**src/rtl/core/frequency_admission_cache_policy_assert.svh**
```systemverilog
// ----------------------------------------------------------------------------
// Assertion macros
// Clocked assertion wrappers for the cache policy RTL.
// ----------------------------------------------------------------------------
`ifndef FREQUENCY_ADMISSION_CACHE_POLICY_ASSERT_SVH
`define FREQUENCY_ADMISSION_CACHE_POLICY_ASSERT_SVH
`ifndef SYNTHESIS
`define FAC_ASSERT(lbl, prop, msg) \
  lbl: assert property (@(posedge clk) disable iff (!rst_n) prop) else $error(msg);
`define FAC_ASSERT_ALWAYS(lbl, prop, msg) \
  lbl: assert property (@(posedge clk) prop) else $error(msg);
`else
`define FAC_ASSERT(lbl, prop, msg)
`define FAC_ASSERT_ALWAYS(lbl, prop, msg)
`endif
`endif

```
**src/rtl/core/fac_count_mem.sv**
```systemverilog
// ----------------------------------------------------------------------------
// fac_count_mem
// Per-object request counts, reading zero until first written.
// ----------------------------------------------------------------------------
module fac_count_mem #(
  parameter int DEPTH = 256,
  parameter int IDX_W = 8,
  parameter int CNT_W = 16
) (
  input  logic             clk,
  input  logic             rst_n,
  input  logic             rd_en,
  input  logic [IDX_W-1:0] rd_addr,
  output logic [CNT_W-1:0] rd_data,
  input  logic             wr_en,
  input  logic [IDX_W-1:0] wr_addr,
  input  logic [CNT_W-1:0] wr_data
);
  logic [CNT_W-1:0] mem [DEPTH];
  logic [DEPTH-1:0] vld_r;
  logic [CNT_W-1:0] data_r;
  logic             data_vld_r;

  always_ff @(posedge clk) begin
    if (wr_en) begin
      mem[wr_addr] <= wr_data;
    end
    if (rd_en) begin
      data_r <= mem[rd_addr];
    end
  end

  always_ff @(posedge clk) begin
    if (!rst_n) begin
      vld_r      <= '0;
      data_vld_r <= 1'b0;
    end else begin
      if (wr_en) begin
        vld_r[wr_addr] <= 1'b1;
      end
      if (rd_en) begin
        data_vld_r <= vld_r[rd_addr];
      end
    end
  end

  assign rd_data = data_vld_r ? data_r : '0;

endmodule

```
**config.mk**
```make
export PLATFORM = sky130hd
export DESIGN_NAME = fac_count_mem
export DESIGN_NICKNAME = d
export VERILOG_FILES = /design/src/rtl/core/frequency_admission_cache_policy_assert.svh /design/src/rtl/core/fac_count_mem.sv
export SDC_FILE = /design/constraint.sdc
export NUM_CORES = 2
export LEC_CHECK = 0
export CAP_MARGIN = 15
export CORE_UTILIZATION = 52
export CTS_BUF_LIST = sky130_fd_sc_hd__clkbuf_4
export CTS_CLUSTER_DIAMETER = 80
export DETAILED_ROUTE_END_ITERATION = 10
export DONT_BUFFER_PORTS = 1
export GPL_ROUTABILITY_DRIVEN = 1
export GPL_TIMING_DRIVEN = 0
export HOLD_SLACK_MARGIN = 0.15
export PLACE_DENSITY = 0.64
export SYNTH_ARGS = -nofsm -noshare
export SYNTH_HDL_FRONTEND = slang
export SYNTH_SLANG_ARGS = --single-unit
```
**constraint.sdc**
```tcl
create_clock -name clk -period 3.9 [get_ports clk]
set_clock_uncertainty 0.15 [all_clocks]
set_input_delay 0.975 -clock clk [delete_from_list [all_inputs] [get_ports clk]]
set_output_delay 0.975 -clock clk [all_outputs]
set_load 0.05 [all_outputs]
```
Word level (Yosys, flattened, before mapping):

Memory sizes are Yosys's and may differ from the RTL's. A register that Yosys moved wholly into a read port is not among the register bits.
Index checks and enable logic that the tools add are counted.

* order comparisons: 3
* multiplexer cells: 7
* bitwise gates (word level): 1
* reduce and logical (&&, ||, !) cells: 1

Operators by type and width (count)
* $or A256 B256 Y256: 1
* $lt A8 B9 Y1 const B: 2
* $mux W16: 1
* $bmux W1 S8: 1
* $demux W1 S8: 1
* $ge A8 B1 Y1 const B: 1
* $mux W1: 4
* $logic_and A1 B1 Y1: 1

* flip-flop bits (word level): 257
* RAM bits: 4096
* input bits: 36
* output and inout bits: 16
* memories kept: 1

Memory list
* mem: depth 256, bits a word 16, rd ports 1, clocked after Yosys merged registers in 1, write ports 1, line fac_count_mem.sv:19 `logic [CNT_W-1:0] mem [DEPTH];`

Logic depth before layout (Yosys ltp):

* word-level depth: 5
* gate-level depth with buffers: 12

Least setup slack after synthesis:

OpenSTA, ideal clock, no wires.

* path kind: input to register
* from: input port rd_addr[0]
* to: register data_r[10], read port of mem (data pin)
* setup time: 0.259 ns
* data arrival time: 3.094 ns
* data required time: 3.491 ns
* setup slack: 0.396 ns
* cell stages on the path: 10
* path buffers: 4
* path through: buf_6 > buf_6 > clkbuf_1 > buf_2 > mux4_2 > a22oi_1 > a21oi_1 > nor4_1 > o22ai_1 > or2_1

RTL lines
* start: declaration: line fac_count_mem.sv:13 `input logic [IDX_W-1:0] rd_addr,`
* end: declaration: line fac_count_mem.sv:21 `logic [CNT_W-1:0] data_r;`

==> results.md <==
* Synthesized area per cell at 22.0 µm²
* Top-Level Pins at 52
* Clock tree sinks at between 4000 and 5000
* Drt initial violations at between 10000 and 15000
* Number of global-route vias before repair at 90300
* Worst slack, placed at -2.69 ns
* Total track usage at ~33%
* Commonest non-fill, non-tap cell in the layout: edfxtp_1
* RSZ-0062 raised after global routing: yes
* Cell Chain, Critical Path: clkbuf_2 -> nor2b_1 -> clkbuf_1 -> buf_2 -> clkbuf_1 -> a22oi_1 -> a21oi_1 -> nor4_1 -> buf_2 -> o22ai_1 -> or2_1
* CP max FO at 11
* Worst reg2reg path depth at 6
* Max Cap Violations at 0
* Final setup vio count at 48
* Post-Syn Area at 165000 µm²
* Hold path depth at 2
* Sw Ratio at 23.1%
* Worst EP arrival at about 5.6 ns
* Die X at 565 µm
* Worst EP required at between 5 and 6 ns
* Crit Reg-Reg Endpoint: data_r[7]
* Antenna violations before repair at 45
* First-pass GRT wire length at between 700000 and 800000 µm
* Clk pin slew, worst setup/hold paths at ~0.06 ns
* Final WS setup at -0.343 ns
* Die Area at 319000 µm²
* Final Hold Viols at 0
* Final WL at 519000 µm
* Routability cong. at 0.986
* Initial Util at 52.3%
* Row count at 206
* Synthesized Nets at about 7500
* GR Overflow Total at 0
* Slew Viols, Final at ~490
* Layout cells sized above 1 at 37.6%
* Failing checks: max-slew violations, negative setup slack
* Sequential fraction of design power at 53.5%
* Combinational Power Share at 5.7%
* Area grow syn2layout at 16.2%
* Critical path's slowest cell: a21oi_1
* Wirelength per Cell at 37.0 µm
* Number of port buffers at 0
* Worst skew pair latency at 1.75 ns
* Sequential share of the synthesized area at 78.0%
* Clk buf depth at 5
* Largest net degree at the start of global routing at around 260
* Worst path top cell family by delay: buffers and inverters
* Core area at 315000 µm²
* Hold WC Path Type: primary input to flip-flop
* Final total power at 0.0960 W
* Critical R2R Launch: mem[248][7]
* Leak pwr at 61.1 nW
* Hold Startpoint: wr_data[6]
* Crit path time final at around 4.2 ns
* Cell Int Power at roughly 0.074 W
* Filler cells at 22400
* CTS tree: yes
* Outcome: complete, but fails checks
* Mapped Cells at 7510
* DR DRC count at 0
* H-tree depth at 7
* Setup CP Type: primary input to flip-flop
* CTS Buf Count at ~1200
* YS warnings at 0
* Clock Tree Root: clkbuf_4
* Via count at roughly 91000
* Rel. slew slack at -16.3%
* Startpoint Class: primary input
* Hold EP: mem[91][6]
* Die Ht at 565 µm
* Antenna-violating nets left at 0
* CP peak stage delay at 0.86 ns
* Seq cells post-synth at 4369
* Detailed Routing Iterations Pass 1 at 6
* Final worst path period share at 109%
* Vias per inst at 6.48
* Layout Nets at between 9000 and 10000
* Clock Power Share at 40.8%
* Actual slew at the worst max-slew pin at 1.75 ns
* Maximum vdd ir drop at 337 µV
* Buf/Inv on CP at 5
* Post-synth cell types at 40
* Fmax at around 0.24 GHz
* Final HPWL DP at 341000 µm
* Setup crit end kind: flip-flop
* Commonest non-fill, non-tap cells in the layout: 4112 x edfxtp_1, 1688 x clkbuf_4, 1081 x mux4_2, 525 x a22oi_1
* R2R setup slack at 0.40 ns
* Pwr Density at 501 nW/µm²
* Switch Pwr at 0.0222 W
==> worst register-to-register path, cell delays in order (launching register included) <==
cell	delay (ns)
edfxtp_1	0.36
mux4_2	0.48
a22oi_1	0.71
a21oi_1	0.54
nor4_1	0.39
o22ai_1	0.27
or2_1	0.38
==> metrics by stage <==
step | hold WS, ns | instances | utilization (%) | instance area [µm²] | setup TNS, ns
finish | 0.240 | 14000 | 60.8 | 192000 | -5.60
global route | 0.173 | 14000 | 60.8 | 192000 | -0.0304
CTS | 0.177 | 14000 | 60.6 | 191000 | 0
detailed placement | 0.298 | 12000 | 55.8 | 176000 | -719.63
global placement | 0.290 | 11700 | 54.0 | 170000 | -5780.25
floorplan | 0.285 | 7510 | - | 165000 | 0
==> layer usage <==
layer | wire [µm] | global-route usage [%] | vias to the layer above | share of wire, %
met2 | 234000 | 48.0 | 6232 | 45
met3 | 65400 | 11.2 | 1220 | 13
li1 | - | - | 35900 | -
met4 | 30700 | 19.9 | 16 | 5.9
met1 | 189000 | 43.3 | 47600 | 36
met5 | 104 | 0 | - | 0.020
==> cell type report <==
| type | instances | area (µm²) | share of cell area, % |
|---|---|---|---|
| Tap cell | 4160 | 5200 | 2.72 |
| Timing Repair Buffer | 381 | 6120 | 3.19 |
| Inverter | 4 | 15.0 | 0.00783 |
| Antenna cell | 38 | 95.1 | 0.0496 |
| Clock buffer | 1677 | 12600 | 6.57 |
| Sequential cell | 4369 | 129000 | 67.1 |
| Buffer | 473 | 2260 | 1.18 |
| Multi-Input combinational cell | 2662 | 35200 | 18.4 |
| Clock inverter | 263 | 1530 | 0.797 |
==> power by group through the flow <==
stage | registers, W | logic, W | clock network [W]
2_1_floorplan | 0.0524 | 0.00229 | 0
3_3_place_gp | 0.0524 | 0.00418 | 0
3_5_place_dp | 0.0524 | 0.00436 | 0
4_1_cts | 0.0514 | 0.00527 | 0.0397
5_1_grt | 0.0514 | 0.00550 | 0.0421
6_report | 0.0514 | 0.00543 | 0.0392
==> cell usage after synthesis (all sizes together) <==
cell type | number | area (µm²)
nor4 | 64 | 400
or2 | 19 | 119
nor2b | 12 | 75.1
dfxtp | 257 | 5140
a21oi | 263 | 1320
a2111oi | 1 | 15.0
nand4b | 1 | 8.76
nand2b | 6 | 37.5
a41oi | 1 | 8.76
nor3 | 1 | 5.00
nor2 | 264 | 991
nand3b | 1 | 7.51
a22oi | 526 | 3950
a21o | 1 | 7.51
a21boi | 1 | 7.51
and2 | 17 | 106
a211oi | 4 | 30.0
o21a | 256 | 1920
or4b | 1 | 10.0
o22a | 3 | 26.3
mux2i | 21 | 210
nand4 | 12 | 75.1
o22ai | 35 | 219
o221ai | 6 | 52.6
inv | 4 | 15.0
nand3 | 24 | 120
nand2 | 33 | 124
edfxtp | 4112 | 123000
o21ai | 3 | 15.0
clkbuf | 271 | 1020
or3 | 1 | 6.26
mux4 | 1081 | 24300
o31ai | 2 | 15.0
mux2 | 1 | 11.3
buf | 204 | 1030
a31oi | 1 | 6.26
==> worst max path at each step <==
stage	startpoint	endpoint	slack, ns	depth (start not counted)
after detailed placement	rd_addr[1]	data_r[12]	-2.69	9
after global placement	rd_addr[2]	data_r[1]	-4.30	10
after global routing	rd_addr[2]	data_r[14]	-0.02	11
after CTS	rd_addr[1]	data_r[15]	0.006	10
final	rd_addr[2]	data_r[14]	-0.34	11
after floorplan	rd_addr[0]	data_r[10]	0.40	10
==> repair_timing <==
action	CTS	global route
hold endpoints to repair	5188	1
pin swaps	0	1
gates resized for setup	83	54
setup buffers	0	0
setup endpoints to repair	32	14
hold buffers	51	2
==> cells by family after synthesis <==
logic type / Yosys count / share of synthesized area (%)
buffers and inverters: 479 / 1.25
muxes: 1103 / 14.9
AOI/OAI and AO/OA: 1103 / 4.60
and+or+nand+nor: 456 / 1.26
DFF: 4369 / 78.0
==> flip-flops by register name, indices dropped and copies added, names as in the netlist <==
register    flops
vld_r         256
data_vld_r      1
data_r         16
mem          4096
(Power assumes the default switching activity.)
