===== config.mk =====
export PLATFORM = sky130hd
export DESIGN_NAME = fac_cell
export DESIGN_NICKNAME = d
export VERILOG_FILES = /design/src/rtl/core/frequency_admission_cache_policy_assert.svh /design/src/rtl/core/fac_pkg.sv /design/src/rtl/core/fac_cell.sv
export SDC_FILE = /design/constraint.sdc
export NUM_CORES = 1
export LEC_CHECK = 0
export BUFFER_PORTS_ARGS = -buffer_cell sky130_fd_sc_hd__buf_2
export CORE_MARGIN = 2
export CORE_UTILIZATION = 46
export CTS_CLUSTER_SIZE = 40
export DETAILED_ROUTE_END_ITERATION = 8
export PLACE_DENSITY = 0.85
export SETUP_SLACK_MARGIN = 0.5
export SYNTH_ARGS = -nofsm -noshare
export SYNTH_HDL_FRONTEND = slang
export SYNTH_SLANG_ARGS = --single-unit

===== constraint.sdc =====
create_clock -name clk -period 6.35 [get_ports clk]
set_input_delay 1.5875 -clock clk [delete_from_list [all_inputs] [get_ports clk]]
set_output_delay 1.5875 -clock clk [all_outputs]
set_load 0.02 [all_outputs]

===== src/rtl/core/frequency_admission_cache_policy_assert.svh =====
// ----------------------------------------------------------------------------
// Assertion macros
// Clocked assertion wrappers for the cache policy RTL.
// ----------------------------------------------------------------------------
`ifndef FREQUENCY_ADMISSION_CACHE_POLICY_ASSERT_SVH
`define FREQUENCY_ADMISSION_CACHE_POLICY_ASSERT_SVH
`ifndef SYNTHESIS
`define FAC_ASSERT(lbl, prop, msg) \
  lbl: assert property (@(posedge clk) disable iff (!rst_n) prop) else $error(msg);
`define FAC_ASSERT_ALWAYS(lbl, prop, msg) \
  lbl: assert property (@(posedge clk) prop) else $error(msg);
`else
`define FAC_ASSERT(lbl, prop, msg)
`define FAC_ASSERT_ALWAYS(lbl, prop, msg)
`endif
`endif


===== src/rtl/core/fac_pkg.sv =====
// ----------------------------------------------------------------------------
// fac_pkg
// Shared types for the frequency admission cache policy.
// ----------------------------------------------------------------------------
package fac_pkg;

  // operation broadcast to every list cell
  typedef enum logic [1:0] {
    OP_NOP,
    OP_HIT,   // re-sort the matching entry to its new place
    OP_INS,   // sorted insert of a new entry
    OP_SHL    // drop the head, all entries move one place down
  } cell_op_t;

  typedef enum logic [1:0] {
    ST_IDLE,
    ST_LOOK,
    ST_ADMIT,
    ST_DONE
  } state_t;

  localparam int CFG_W      = 7;
  localparam int CAP_RESET  = 64;
  localparam int IN_OBJ_W   = 8;
  localparam int OUT_DATA_W = 40;

endpackage


===== src/rtl/core/fac_cell.sv =====
// ----------------------------------------------------------------------------
// fac_cell
// One place of the ordered resident list: object index and its count.
// ----------------------------------------------------------------------------
module fac_cell #(
  parameter int IDX_W = 8,
  parameter int CNT_W = 16
) (
  input  logic              clk,
  input  fac_pkg::cell_op_t op,
  input  logic [IDX_W-1:0]  key,
  input  logic [CNT_W-1:0]  key_cnt,
  input  logic              vld,
  input  logic              is_first,
  input  logic [IDX_W-1:0]  left_obj,
  input  logic [CNT_W-1:0]  left_cnt,
  input  logic              left_le,
  input  logic [IDX_W-1:0]  right_obj,
  input  logic [CNT_W-1:0]  right_cnt,
  input  logic              right_le,
  input  logic              match_in,
  output logic              match_out,
  output logic              le,
  output logic [IDX_W-1:0]  obj,
  output logic [CNT_W-1:0]  cnt
);
  import fac_pkg::*;

  logic [IDX_W-1:0] obj_r, obj_nxt;
  logic [CNT_W-1:0] cnt_r, cnt_nxt;
  logic             match_here;

  assign le         = vld && (cnt_r <= key_cnt);
  assign match_here = vld && (obj_r == key);
  assign match_out  = match_in | match_here;
  assign obj        = obj_r;
  assign cnt        = cnt_r;

  always_comb begin
    obj_nxt = obj_r;
    cnt_nxt = cnt_r;
    case (op)
      OP_HIT: begin
        // entries past the moved one close the gap until the new place
        if (match_out) begin
          if (right_le) begin
            obj_nxt = right_obj;
            cnt_nxt = right_cnt;
          end else if (match_here || le) begin
            obj_nxt = key;
            cnt_nxt = key_cnt;
          end
        end
      end
      OP_INS: begin
        if (!le) begin
          if (is_first || left_le) begin
            obj_nxt = key;
            cnt_nxt = key_cnt;
          end else begin
            obj_nxt = left_obj;
            cnt_nxt = left_cnt;
          end
        end
      end
      OP_SHL: begin
        obj_nxt = right_obj;
        cnt_nxt = right_cnt;
      end
      default: begin
      end
    endcase
  end

  always_ff @(posedge clk) begin
    obj_r <= obj_nxt;
    cnt_r <= cnt_nxt;
  end

endmodule


# Word-level counts from Yosys, hierarchy flattened
# Cells that the tools add are included.
[totals]
out_inout_bits = 26
register_bits = 24
word_cells = 29
input_bits = 80
[op_classes]
magnitude_cmp = 1
n_eq_ne = 7
mux = 12
reduce_logical = 6
bitwise = 1
[op_table]
columns = ["cell", "count"]
rows = [
  ["16-bit 2-to-1 mux", 5],
  ["16-bit one-hot mux with 3 select lines", 1],
  ["8-bit 2-to-1 mux", 5],
  ["8-bit one-hot mux with 3 select lines", 1],
  ["16-bit less-or-equal comparator", 1],
  ["8-bit == test", 1],
  ["2-bit == test (second input constant)", 2],
  ["2-bit inequality test (second input constant)", 2],
  ["4-bit AND reduction", 1],
  ["3-bit inequality test (second input constant)", 1],
  ["3-bit nonzero test", 1],
  ["2-bit by 1-bit == test with 1-bit output (second input constant)", 1],
  ["1-bit logical AND", 2],
  ["1-bit logical OR", 2],
  ["1-bit OR", 1],
]

# Logic depth before layout (Yosys ltp)
# Gate-level depths: netlist (run 1).
[depth]
depth_word = 7
ltp_mapped = 8
mapped_depth_nobuf = 8

# Least setup slack after synthesis (run 1)
# No wires, ideal clock.
[synth_path]
path_kind = "in2out"
start = "input port key_cnt[14]"
end = "output port le"
setup_slack_ns = 1.778
stages = 7
required_ns = 4.762
n_path_buf = 0
t_arrival_ns = 2.985
path_cell_list = "inv_1 > ha_1 > a21oi_1 > nand2_1 > a221oi_1 > o211ai_2 > a21oi_1"
[synth_between]
elab_chain_len = 2
[synth_lines]
columns = ["element", "line", "rtl"]
rows = [
  ["from (decl)", "fac_cell.sv:12", "input logic [CNT_W-1:0] key_cnt,"],
  ["16-bit less-or-equal comparator", "fac_cell.sv:33", "assign le = vld && (cnt_r <= key_cnt);"],
  ["1-bit logical AND", "fac_cell.sv:33", ""],
  ["to (decl)", "fac_cell.sv:23", "output logic le,"],
]
# Every way passes these cells.

# Worst setup path in the final report (run 1)
# Same ends and word-level chain as after synthesis.

==> summary.md, run 1 <==
| Metric | Value |
|---|---|
| Crit path max fanout | 3 |
| Peak VDD IR | 153 uV |
| Pwr per Cell Area | 193 mW/mm^2 |
| Die Y | 65.0 um |
| First-pass GRT wire length | 6930 um |
| Final-report hold violation count | 0 |
| Synthesized Nets | 258 |
| Worst path arrival time | 3.15 ns |
| Worst-path clk slew | 0.09 ns |
| R2R setup slack | 3.31 ns |
| Yosys reg bits | 24 |
| Max cap viols | 0 |
| Remaining DRCs | 0 |
| Clk_lat worst skew | 0.26 ns |
| Initial Util | 47.4% |
| Chip width | 65.0 um |
| Yosys top cell by area | edfxtp_1 |
| H-Tree Depth | 1 |
| Fin Setup TNS | 0 ns |
| Crit path kind | input port to primary output |
| Antenna violations before repair | 0 |
| Max Root-Sink Buffers | 2 |
| CTS tree | done |
| IO Count | 106 |
| Vias per cell | 5.39 |
| Clock Sinks | 24 |
| Buffers on Ports | 105 |
| Pin slew with the least headroom to its limit | 1.21 ns |
| Worst hold path type | flop to flop |
| HPWL after DPL | 3540 um |
| Status | complete, no violations |
| Crit share post-route | 74.7% |
| Clock root buffer | clkbuf_8 |
| WP data required | 4.76 ns |
| Startpoint Class | input port |
| Synth cell types | 33 |
| First-pass iteration count of the detailed router | 6 |
| Pin count of the biggest net entering global routing | 25 |
| NumNets Final | 361 |
| GRT Total Usage | 21.2% |
| Syn Std Cell Area | 0.00171 mm^2 |
| Post-CTS Repair Setup Buffers | 0 |
| Cell Rows | 22 |
| CTS buffer count | 3 |
| Slew headroom | 18.7% |
| Crit path time final | 4.74 ns |
| Number of global-route vias before repair | 1615 |
| Register area share after synthesis | 42.1% |
| Fin Clk Skew | 0.00942 ns |
| # diodes | 0 |
| Fmax | 211 MHz |
| Top post-synthesis cells by area | edfxtp_1 (42%), a222oi_1 (14%), ha_1 (12%), inv_1 (9.0%), xnor2_1 (3.6%) |
| Hold-fix buffers, CTS | 0 |
| Unrepaired setup endpoints after global routing | false |
| Post-route design area | 0.00233 mm^2 |
| Pins Over Slew Limit | 0 |
| Overflow after GRT | 0 |
| Routed Antenna Nets | 0 |
| Resized Gates After CTS | 0 |
| Leak | 1.19 nW |
| First DRT Iteration DRCs | 147 |
| Hold WS | 1.20 ns |
| Via Count | 1682 |
| Crit end category | primary output |
| Final setup fails | 0 |
| Yosys top cell area share | 42.1% |
| Power, Total | 449 uW |
| Area grow syn2layout | 36.2% |
| RePlAce Congestion | 0.908 |
| Final wirelength | 4490 um |
| Syn_area_per_cell | 10.6 um^2 |
| WL per Instance | 14.4 um |
| Total die area | 0.00422 mm^2 |
| Core area | 0.00361 mm^2 |
| Mapped Cells | 162 |
| Ratio of cells with drive above 1 in the final layout | 44.7% |
| Post-Place Cell Area | 0.00228 mm^2 |
| Total number of yosys warnings | 0 |
## cells in the mapped netlist
cell	instances
nand3_1	3
nand4_2	1
a221oi_2	1
nand2b_1	1
xor2_1	1
o21ai_1	1
ha_1	16
or2_2	1
and2_1	1
nand2_1	5
nand4_1	2
o21ai_0	2
nor3_2	1
a222oi_1	24
xnor2_1	7
edfxtp_1	24
o211ai_2	1
a21oi_1	7
o22ai_1	1
nor4_1	1
nand4_4	1
nor4_2	1
nor2_1	4
a221oi_1	1
clkbuf_1	4
inv_1	41
o211ai_1	1
a21bo_1	1
nor2b_1	1
buf_2	3
and4b_1	1
mux2_2	1
nor4b_2	1
## per-layer routing
metal | up-vias | track usage (%) | share of wire [%]
met5 | - | 0 | 0
met4 | 0 | 8.24 | 2.7
met3 | 10 | 4.86 | 6.5
met2 | 69 | 37.4 | 52
met1 | 779 | 24.8 | 39
li1 | 824 | - | -
## area by class of cell
type	count	area [um^2]
fillers	298	1280
multi-input cells	90	825
flip-flops and latches	24	721
repair buffers	105	526
inverters	41	154
well taps	48	60.1
clock buffers	3	41.3
clock inverters	1	3.75
## through the flow
stage | util [%] | instances | setup slack, ns
finish | 64.6 | 312 | 1.61
CTS | 64.6 | 312 | 1.61
global route | 64.6 | 312 | 1.51
global placement | 63.4 | 308 | 1.65
detailed placement | 63.4 | 308 | 1.61
floorplan | - | 162 | 1.78
## flip-flops by register name, indices dropped and copies added (netlist names)
register / cells
cnt: 16
obj: 8
## critical path, stage by stage
cell      delay (ns)
buf_2           0.09
inv_1           0.04
ha_1            0.31
nand4_2         0.17
nor4_2          0.35
a21bo_1         0.25
o211ai_2        0.10
a21oi_1         0.09
buf_2           0.17
## power by group
group / switching [mW] / internal, mW
Clock: 0.0470 / 0.0432
Combinational: 0.0872 / 0.0648
Sequential: 0.00917 / 0.197
Total: 0.143 / 0.305
## kinds of logic (layout without fill, tap and decap cells)
| kind of cell | count (synthesis) | in the layout | share of synthesized area (%) |
|---|---|---|---|
| AOI/OAI and AO/OA | 40 | 40 | 20.5 |
| xor gates and xnor gates | 8 | 8 | 4.10 |
| muxes | 1 | 1 | 0.658 |
| adders and majority gates | 16 | 16 | 11.7 |
| DFF | 24 | 24 | 42.1 |
| buffers and inverters | 48 | 150 | 10.8 |
| and+or+nand+nor | 25 | 25 | 10.2 |
## cell usage in the layout, fill, tap and decap left out
cell,count
o211ai_1,1
nand3_1,3
buf_2,105
nor3_4,1
clkinv_1,1
a21bo_1,1
a222oi_1,24
nand4_2,1
nor4b_4,1
a221oi_1,1
and4b_1,1
clkbuf_8,3
nand4_4,1
inv_1,41
or2_2,1
nand2b_1,1
o22ai_1,1
nand4_1,2
nor4_2,1
o21ai_2,1
nand2_1,5
xor2_1,1
o211ai_2,1
nor2b_1,1
nor4_1,1
mux2_2,1
a21oi_1,7
and2_1,1
nor2_1,4
edfxtp_1,24
a221oi_2,1
ha_1,16
xnor2_1,7
o21ai_0,2
## worst paths after layout
| kind | startpoint | endpoint | cells after the start |
|---|---|---|---|
| worst max-delay path | key_cnt[14] | le | 9 |
| worst min-delay path | obj[7]$_DFFE_PP_ | cnt[8]$_DFFE_PP_ | 5 |
| worst max register to register | cnt[14]$_DFFE_PP_ | obj[2]$_DFFE_PP_ | 7 |
| worst min register to register | obj[7]$_DFFE_PP_ | cnt[8]$_DFFE_PP_ | 5 |
Power figures use the tool's default switching activity.
==> run 2: changes to the inputs <==
--- a/config.mk
+++ b/config.mk
@@ -7,10 +7,10 @@
 export LEC_CHECK = 0
 export BUFFER_PORTS_ARGS = -buffer_cell sky130_fd_sc_hd__buf_2
 export CORE_MARGIN = 2
-export CORE_UTILIZATION = 46
+export CORE_UTILIZATION = 43
 export CTS_CLUSTER_SIZE = 40
 export DETAILED_ROUTE_END_ITERATION = 8
-export PLACE_DENSITY = 0.85
+export PLACE_DENSITY = 0.8
 export SETUP_SLACK_MARGIN = 0.5
 export SYNTH_ARGS = -nofsm -noshare
 export SYNTH_HDL_FRONTEND = slang
==> constraint.sdc (replaced) <==
create_clock -name clk -period 4.7 [get_ports clk]
set_input_delay 1.175 -clock clk [delete_from_list [all_inputs] [get_ports clk]]
set_output_delay 1.175 -clock clk [all_outputs]
set_load 0.02 [all_outputs]
==> run 2 against run 1 <==
Net effect: clock skew shrank 0.0036 ns; largest cell class unchanged; count of clock-buffer cells in the layout is the same; core utilization shrank 2.3 points; combinational power grew 38%; sequential power grew 35%; die area grew 6.6%; sequential share of layout area is essentially flat; wire length grew 3.4%; worst hold slack lost 0.068 ns.
==> summary.md, run 2 (synthesized netlist as in run 1, its figures left out) <==
| Metric | Value |
|---|---|
| Status | complete, no violations |
| Number of global-route vias before repair | 1640 (+1.5%) |
| Crit path kind | input port to primary output |
| Startpoint Class | input port |
| CTS tree | done |
| Pin count of the biggest net entering global routing | 25 (unchanged) |
| Fin Clk Skew | 0.00586 ns (-0.00356 ns) |
| Cell Rows | 22 (unchanged) |
| Most common cell after layout, fill and taps aside | buf_2 |
| Fill cell count | 337 (+13%) |
| IO Count | 106 (unchanged) |
| Pwr per Cell Area | 260 mW/mm^2 (+35%) |
| Remaining DRCs | 0 (unchanged) |
| Antenna violations before repair | 0 (unchanged) |
| Unrepaired setup endpoints after global routing | false |
| Hold WS | 1.14 ns (-0.0681 ns) |
| Hold-fix buffers, CTS | 0 (unchanged) |
| Largest delay share family, worst path | compound AO/OA/AOI/OAI gates |
| Number of flip-flops in the largest register | 16 (unchanged) |
| Post-route design area | 0.00233 mm^2 (+0.16%) |
| Clock Sinks | 24 (unchanged) |
| Post-Place Cell Area | 0.00229 mm^2 (+0.33%) |
| Crit share post-route | 84.2% |
| Worst hold path type | flop to flop |
| Resized Gates After CTS | 0 (unchanged) |
| Routed Antenna Nets | 0 (unchanged) |
| First DRT Iteration DRCs | 167 (+14%) |
| Pins Over Slew Limit | 0 (unchanged) |
| Clock root buffer | clkbuf_8 |
| Peak VDD IR | 186 uV (+22%) |
| Buf/Inv on CP | 3 (unchanged) |
| Worst-path clk slew | 0.08 ns (about the same) |
| Total die area | 0.00450 mm^2 (+6.6%) |
| Leak | 1.19 nW (+0.29%) |
| Buffers on Ports | 105 (unchanged) |
| Pin slew with the least headroom to its limit | 1.20 ns (-0.0110 ns) |
| Chip width | 67.1 um (+3.2%) |
| Post-CTS Repair Setup Buffers | 0 (unchanged) |
| NumNets Final | 362 (+0.28%) |
| Core area | 0.00374 mm^2 (+3.8%) |
| RePlAce Congestion | 0.855 (-5.9%) |
| Final-report hold violation count | 0 (unchanged) |
| Clk_lat worst skew | 0.26 ns (about the same) |
| HPWL after DPL | 3770 um (+6.4%) |
| Crit end category | primary output |
| Slew headroom | 19.5% (+0.73 points) |
| CP max stage cell | a221oi_1 |
| Via Count | 1720 (+2.3%) |
| Vias per cell | 5.51 (+2.3%) |
| Fmax | 253 MHz |
| Crit path max fanout | 3 (unchanged) |
| Ratio of cells with drive above 1 in the final layout | 45.1% (+0.38 points) |
| Worst path arrival time | 2.78 ns (-0.37 ns) |
| Crit path time final | 3.96 ns |
| WP data required | 3.52 ns (-1.24 ns) |
| Most frequent cells in the layout | buf_2 (105), inv_1 (41), a222oi_1 (24), edfxtp_1 (24), ha_1 (16) |
| Overflow after GRT | 0 (unchanged) |
| Fin Setup TNS | 0 ns (unchanged) |
| WL per Instance | 14.9 um (+3.4%) |
| GRT Total Usage | 21.3% (+0.098 points) |
| Post-layout util | 62.3% (-2.3 points) |
| Max Root-Sink Buffers | 2 (unchanged) |
| CTS buffer count | 3 (unchanged) |
| H-Tree Depth | 1 (unchanged) |
| Crit-path cells | buf_2 -> inv_1 -> ha_1 -> a21oi_1 -> nand2_1 -> a221oi_1 -> o211ai_2 -> a21oi_1 -> buf_2 |
| # diodes | 0 (unchanged) |
| Final wirelength | 4640 um (+3.4%) |
| First-pass iteration count of the detailed router | 8 (+2) |
| Slowest cell delay on critical path | 0.35 ns (about the same) |
| First-pass GRT wire length | 7300 um (+5.3%) |
| Max cap viols | 0 (unchanged) |
| Final setup fails | 0 (unchanged) |
| Area grow syn2layout | 36.4% |
| Initial Util | 45.7% (-1.7 points) |
| Die Y | 67.1 um (+3.2%) |
-- run 2: cell types whose count changed in the layout (fill, tap and decap cells not counted) --
cell,previous run,this run
buf_4,0,1
clkinv_1,1,0
-- run 2: cell type report --
cell class,count,area [um^2],share of cell area (%)
well taps,48,60.1,2.57
repair buffers,106,533,22.8
flip-flops and latches,24,721,30.9
clock buffers,3,41.3,1.77
multi-input cells,90,825,35.3
inverters,41,154,6.60
-- run 2: power breakdown --
part | internal, mW | switching (mW)
combinational | 0.0894 | 0.120
sequential | 0.266 | 0.0121
clock | 0.0572 | 0.0627
total | 0.413 | 0.195
-- run 2: final timing paths --
kind | slack [ns] | end | start | cells past startpoint
hold reg to reg | 1.14 | cnt[15]$_DFFE_PP_ | obj[5]$_DFFE_PP_ | 5
hold / removal | 1.14 | cnt[15]$_DFFE_PP_ | obj[5]$_DFFE_PP_ | 5
setup / recovery | 0.74 | le | key_cnt[14] | 9
setup reg to reg | 1.79 | obj[3]$_DFFE_PP_ | cnt[14]$_DFFE_PP_ | 8
-- run 2: worst min-delay path, delay by kind of cell (launching register included) --
kind / cells / cell delay, ns
flops: 1 / 0.36
simple gates: 3 / 0.29
compound gates: 1 / 0.25
xor+xnor: 1 / 0.07
-- run 2: per-stage QoR --
step	instances	total power, mW	setup WS (ns)
final	312	0.608	0.740
after detailed placement	309	0.494	0.735
after CTS	312	0.613	0.734
after global routing	312	0.641	0.650
after floorplan	162	0.407	0.880
after global placement	309	0.486	0.815
-- run 2: routing by layer --
layer  global-route usage [%]  wire length, um
met1                     24.7             1880
met2                     38.5             2400
met3                     4.90              288
met4                     6.12               74
met5                        0                0
==> run 3: changes to the inputs <==
--- a/config.mk
+++ b/config.mk
@@ -5,12 +5,13 @@
 export SDC_FILE = /design/constraint.sdc
 export NUM_CORES = 1
 export LEC_CHECK = 0
+export ABC_AREA = 1
 export BUFFER_PORTS_ARGS = -buffer_cell sky130_fd_sc_hd__buf_2
 export CORE_MARGIN = 2
-export CORE_UTILIZATION = 43
+export CORE_UTILIZATION = 42
 export CTS_CLUSTER_SIZE = 40
 export DETAILED_ROUTE_END_ITERATION = 8
-export PLACE_DENSITY = 0.8
+export PLACE_DENSITY = 0.77
 export SETUP_SLACK_MARGIN = 0.5
 export SYNTH_ARGS = -nofsm -noshare
 export SYNTH_HDL_FRONTEND = slang
==> constraint.sdc (replaced) <==
create_clock -name clk -period 3.2 [get_ports clk]
set_input_delay 0.8 -clock clk [delete_from_list [all_inputs] [get_ports clk]]
set_output_delay 0.8 -clock clk [all_outputs]
set_load 0.02 [all_outputs]
==> run 3 against run 2 <==
Net effect: count of clock-buffer cells in the layout is the same; sequential share of layout area decreased by 7.3 points; global-route usage about the same; largest cell class unchanged; synthesized area is 24% higher; non-clock buffer count grew 6; sequential cell count stayed put; combinational power rose by 110%; via count increased by 28%; critical path depth increased by 2; cell area increased by 31%; final cell count is 39% higher; first-iteration DRC count down 47%.
==> summary.md, run 3 <==
| Metric | Value |
|---|---|
| Crit-path cells | buf_6 -> inv_4 -> ha_4 -> nand4_1 -> nor3_4 -> nand2_1 -> nand2_1 -> nand2_2 -> nand2_2 -> inv_2 -> buf_6 |
| Unrepaired setup endpoints after global routing | true |
| Leak | 1.50 nW (+26%) |
| Peak VDD IR | 190 uV (+2.2%) |
| Buf/Inv on CP | 4 (+1) |
| Largest delay share family, worst path | simple AND/OR/NAND/NOR gates |
| Startpoint Class | input port |
| Syn Std Cell Area | 0.00212 mm^2 (+24%) |
| Mapped Cells | 263 (+62%) |
| Worst hold path type | input port to flop |
| Number of global-route vias before repair | 2099 (+28%) |
| Crit end category | primary output |
| Most frequent cell after synthesis | nand2_1 |
| Routed Antenna Nets | 0 (unchanged) |
| First DRT Iteration DRCs | 89 (-47%) |
| Post-route design area | 0.00305 mm^2 (+31%) |
| Fmax | 368 MHz |
| Synth cell types | 27 (-18%) |
| Remaining DRCs | 0 (unchanged) |
| Overflow after GRT | 0 (unchanged) |
| CTS buffer count | 3 (unchanged) |
| Clk_lat worst skew | 0.28 ns (+0.02 ns) |
| Pins Over Slew Limit | 0 (unchanged) |
| Crit path max fanout | 2 (-1) |
| Slowest cell delay on critical path | 0.25 ns (-0.10 ns) |
| Yosys top cell area share | 34.1% (-8.1 points) |
| Post-layout util | 63.8% (+1.5 points) |
| Initial Util | 44.2% (-1.5 points) |
| Core area | 0.00479 mm^2 (+28%) |
| Register area share after synthesis | 34.1% (-8.1 points) |
| Final-report hold violation count | 0 (unchanged) |
| Most used DFF post-synth | edfxtp_1 |
| Post-synth EDFFs | 24 (unchanged) |
| Chip width | 75.0 um (+12%) |
| Worst path arrival time | 1.92 ns (-0.86 ns) |
| Crit share post-route | 85.0% |
| Synthesized Nets | 359 (+39%) |
| Crit path kind | input port to primary output |
| Cell count after placement | 427 (+38%) |
| Final wirelength | 6120 um (+32%) |
| Non-filler cells, final | 435 (+39%) |
| Max cap viols | 0 (unchanged) |
| Via Count | 2205 (+28%) |
| Fin Setup TNS | 0 ns (unchanged) |
| Pin slew with the least headroom to its limit | 1.11 ns (-0.0883 ns) |
| FFs w/ async S/R, synth | 0% (unchanged) |
| Syn_area_per_cell | 8.04 um^2 (-24%) |
| RePlAce Congestion | 0.834 (-2.4%) |
| Buffers on Ports | 105 (unchanged) |
| Clock root buffer | clkbuf_8 |
| # diodes | 0 (unchanged) |
| First-pass GRT wire length | 9070 um (+24%) |
| Ratio of cells with drive above 1 in the final layout | 48.9% (+3.8 points) |
| Die Y | 75.0 um (+12%) |
| Pin count of the biggest net entering global routing | 48 (+92%) |
| Slew headroom | 25.7% (+6.2 points) |
| Most frequent cells in the layout | buf_2 (96), nand2_1 (53), inv_1 (41) |
| Post-Place Cell Area | 0.00268 mm^2 (+17%) |
| Total die area | 0.00562 mm^2 (+25%) |
| Vias per cell | 5.07 (-8.1%) |
| Cell Rows | 25 (+14%) |
| Number of flip-flops in the largest register | 16 (unchanged) |
| Yosys reg bits | 24 (unchanged) |
| First-pass iteration count of the detailed router | 4 (-4) |
| CP max stage cell | ha_4 |
| Max Root-Sink Buffers | 2 (unchanged) |
| IO Count | 106 (unchanged) |
| CTS tree | done |
| Top post-synthesis cells by area | edfxtp_1 (34%), nand2_1 (10%), inv_1 (10%), o221ai_1 (9.9%), ha_1 (9.5%) |
| H-Tree Depth | 1 (unchanged) |
| Most common cell after layout, fill and taps aside | buf_2 |
| Total number of yosys warnings | 0 (unchanged) |
| Yosys top cell by area | edfxtp_1 |
| NumNets Final | 465 (+28%) |
| Worst-path clk slew | 0.10 ns (+0.02 ns) |
| Clock Sinks | 24 (unchanged) |
| Area grow syn2layout | 44.3% |
| Synth top cells by count | nand2_1 (59), inv_1 (57), edfxtp_1 (24), o221ai_1 (24) |
| Final setup fails | 0 (unchanged) |
| Status | complete, no violations |
| Fin Clk Skew | 0.00652 ns (+0.000659 ns) |
| Pwr per Cell Area | 352 mW/mm^2 (+35%) |
| Antenna violations before repair | 0 (unchanged) |
| Power, Total | 1.07 mW (+77%) |
| Crit path time final | 2.72 ns |
| HPWL after DPL | 4340 um (+15%) |
| WL per Instance | 14.1 um (-5.4%) |
| GRT Total Usage | 21.2% (-0.035 points) |
| WP data required | 2.40 ns (-1.12 ns) |
run 3: cell count changes after synthesis, moves of 7 or more:
cell / change
o221ai_1: +24
o211ai_2: +9
a222oi_1: -24
nor2_1: +12
nand2_1: +54
xnor2_1: -7
o211ai_1: +12
inv_1: +16
run 3: worst reg2reg max path, cell delays in order, from the launching register on:
cell	delay, ns
edfxtp_1	0.46
ha_4	0.30
nand4_1	0.15
nor3_4	0.18
nand3_1	0.11
nand2_2	0.09
nand2_2	0.06
nand2_1	0.05
nand2_1	0.08
nor2_4	0.09
buf_4	0.24
run 3: repair_timing:
item / in CTS / in global routing
hold buffers: 0 / 0
setup buffers: 3 / 1
setup endpoints to repair: 1 / 1
pin swaps: 12 / 20
gates resized for setup: 25 / 37
run 3: per-stage QoR:
stage	hold WS (ns)	worst slack, ns
2_1_floorplan	1.03	0.629
3_5_place_dp	1.15	0.320
6_report	0.861	0.480
5_1_grt	0.879	0.394
3_3_place_gp	1.14	0.313
4_1_cts	0.864	0.389
run 3: where the power goes:
part	switching (mW)	leakage, nW	internal (mW)
Combinational	0.251	1.24	0.191
Sequential	0.0353	0.239	0.400
Clock	0.110	0.0231	0.0862
run 3: final cells by class:
class	instances	area [um^2]
Clock buffer	3	41.3
Clock inverter	1	3.75
Fill cell	424	1730
Inverter	63	254
Multi-Input combinational cell	165	1320
Sequential cell	24	721
Tap cell	67	83.8
Timing Repair Buffer	112	634
run 3: kinds of logic (layout without fill, tap and decap cells):
group,count (synthesis),in the layout,synth area share [%]
adder cells (fa/ha/maj),16,16,9.46
flip-flops,24,24,34.1
AND/OR/NAND/NOR,90,90,18.2
buffers and inverters,74,179,14.6
AO/OA/AOI/OAI,59,59,23.7
run 3: path summary, 6_finish.rpt:
kind         cells past startpoint              start                to  slack, ns
max reg2reg                     10  cnt[10]$_DFFE_PP_  cnt[5]$_DFFE_PP_       1.08
min reg2reg                     10   obj[1]$_DFFE_PP_  obj[1]$_DFFE_PP_       1.25
min                              3        left_obj[5]  obj[5]$_DFFE_PP_       0.86
max                             11         key_cnt[9]                le       0.48
run 3: per-layer routing:
metal  GRT usage (%)  share of wire (%)
met1            26.6                 42
met2            37.3                 51
met3            2.81                5.3
met4            7.74                1.6
met5               0                  0
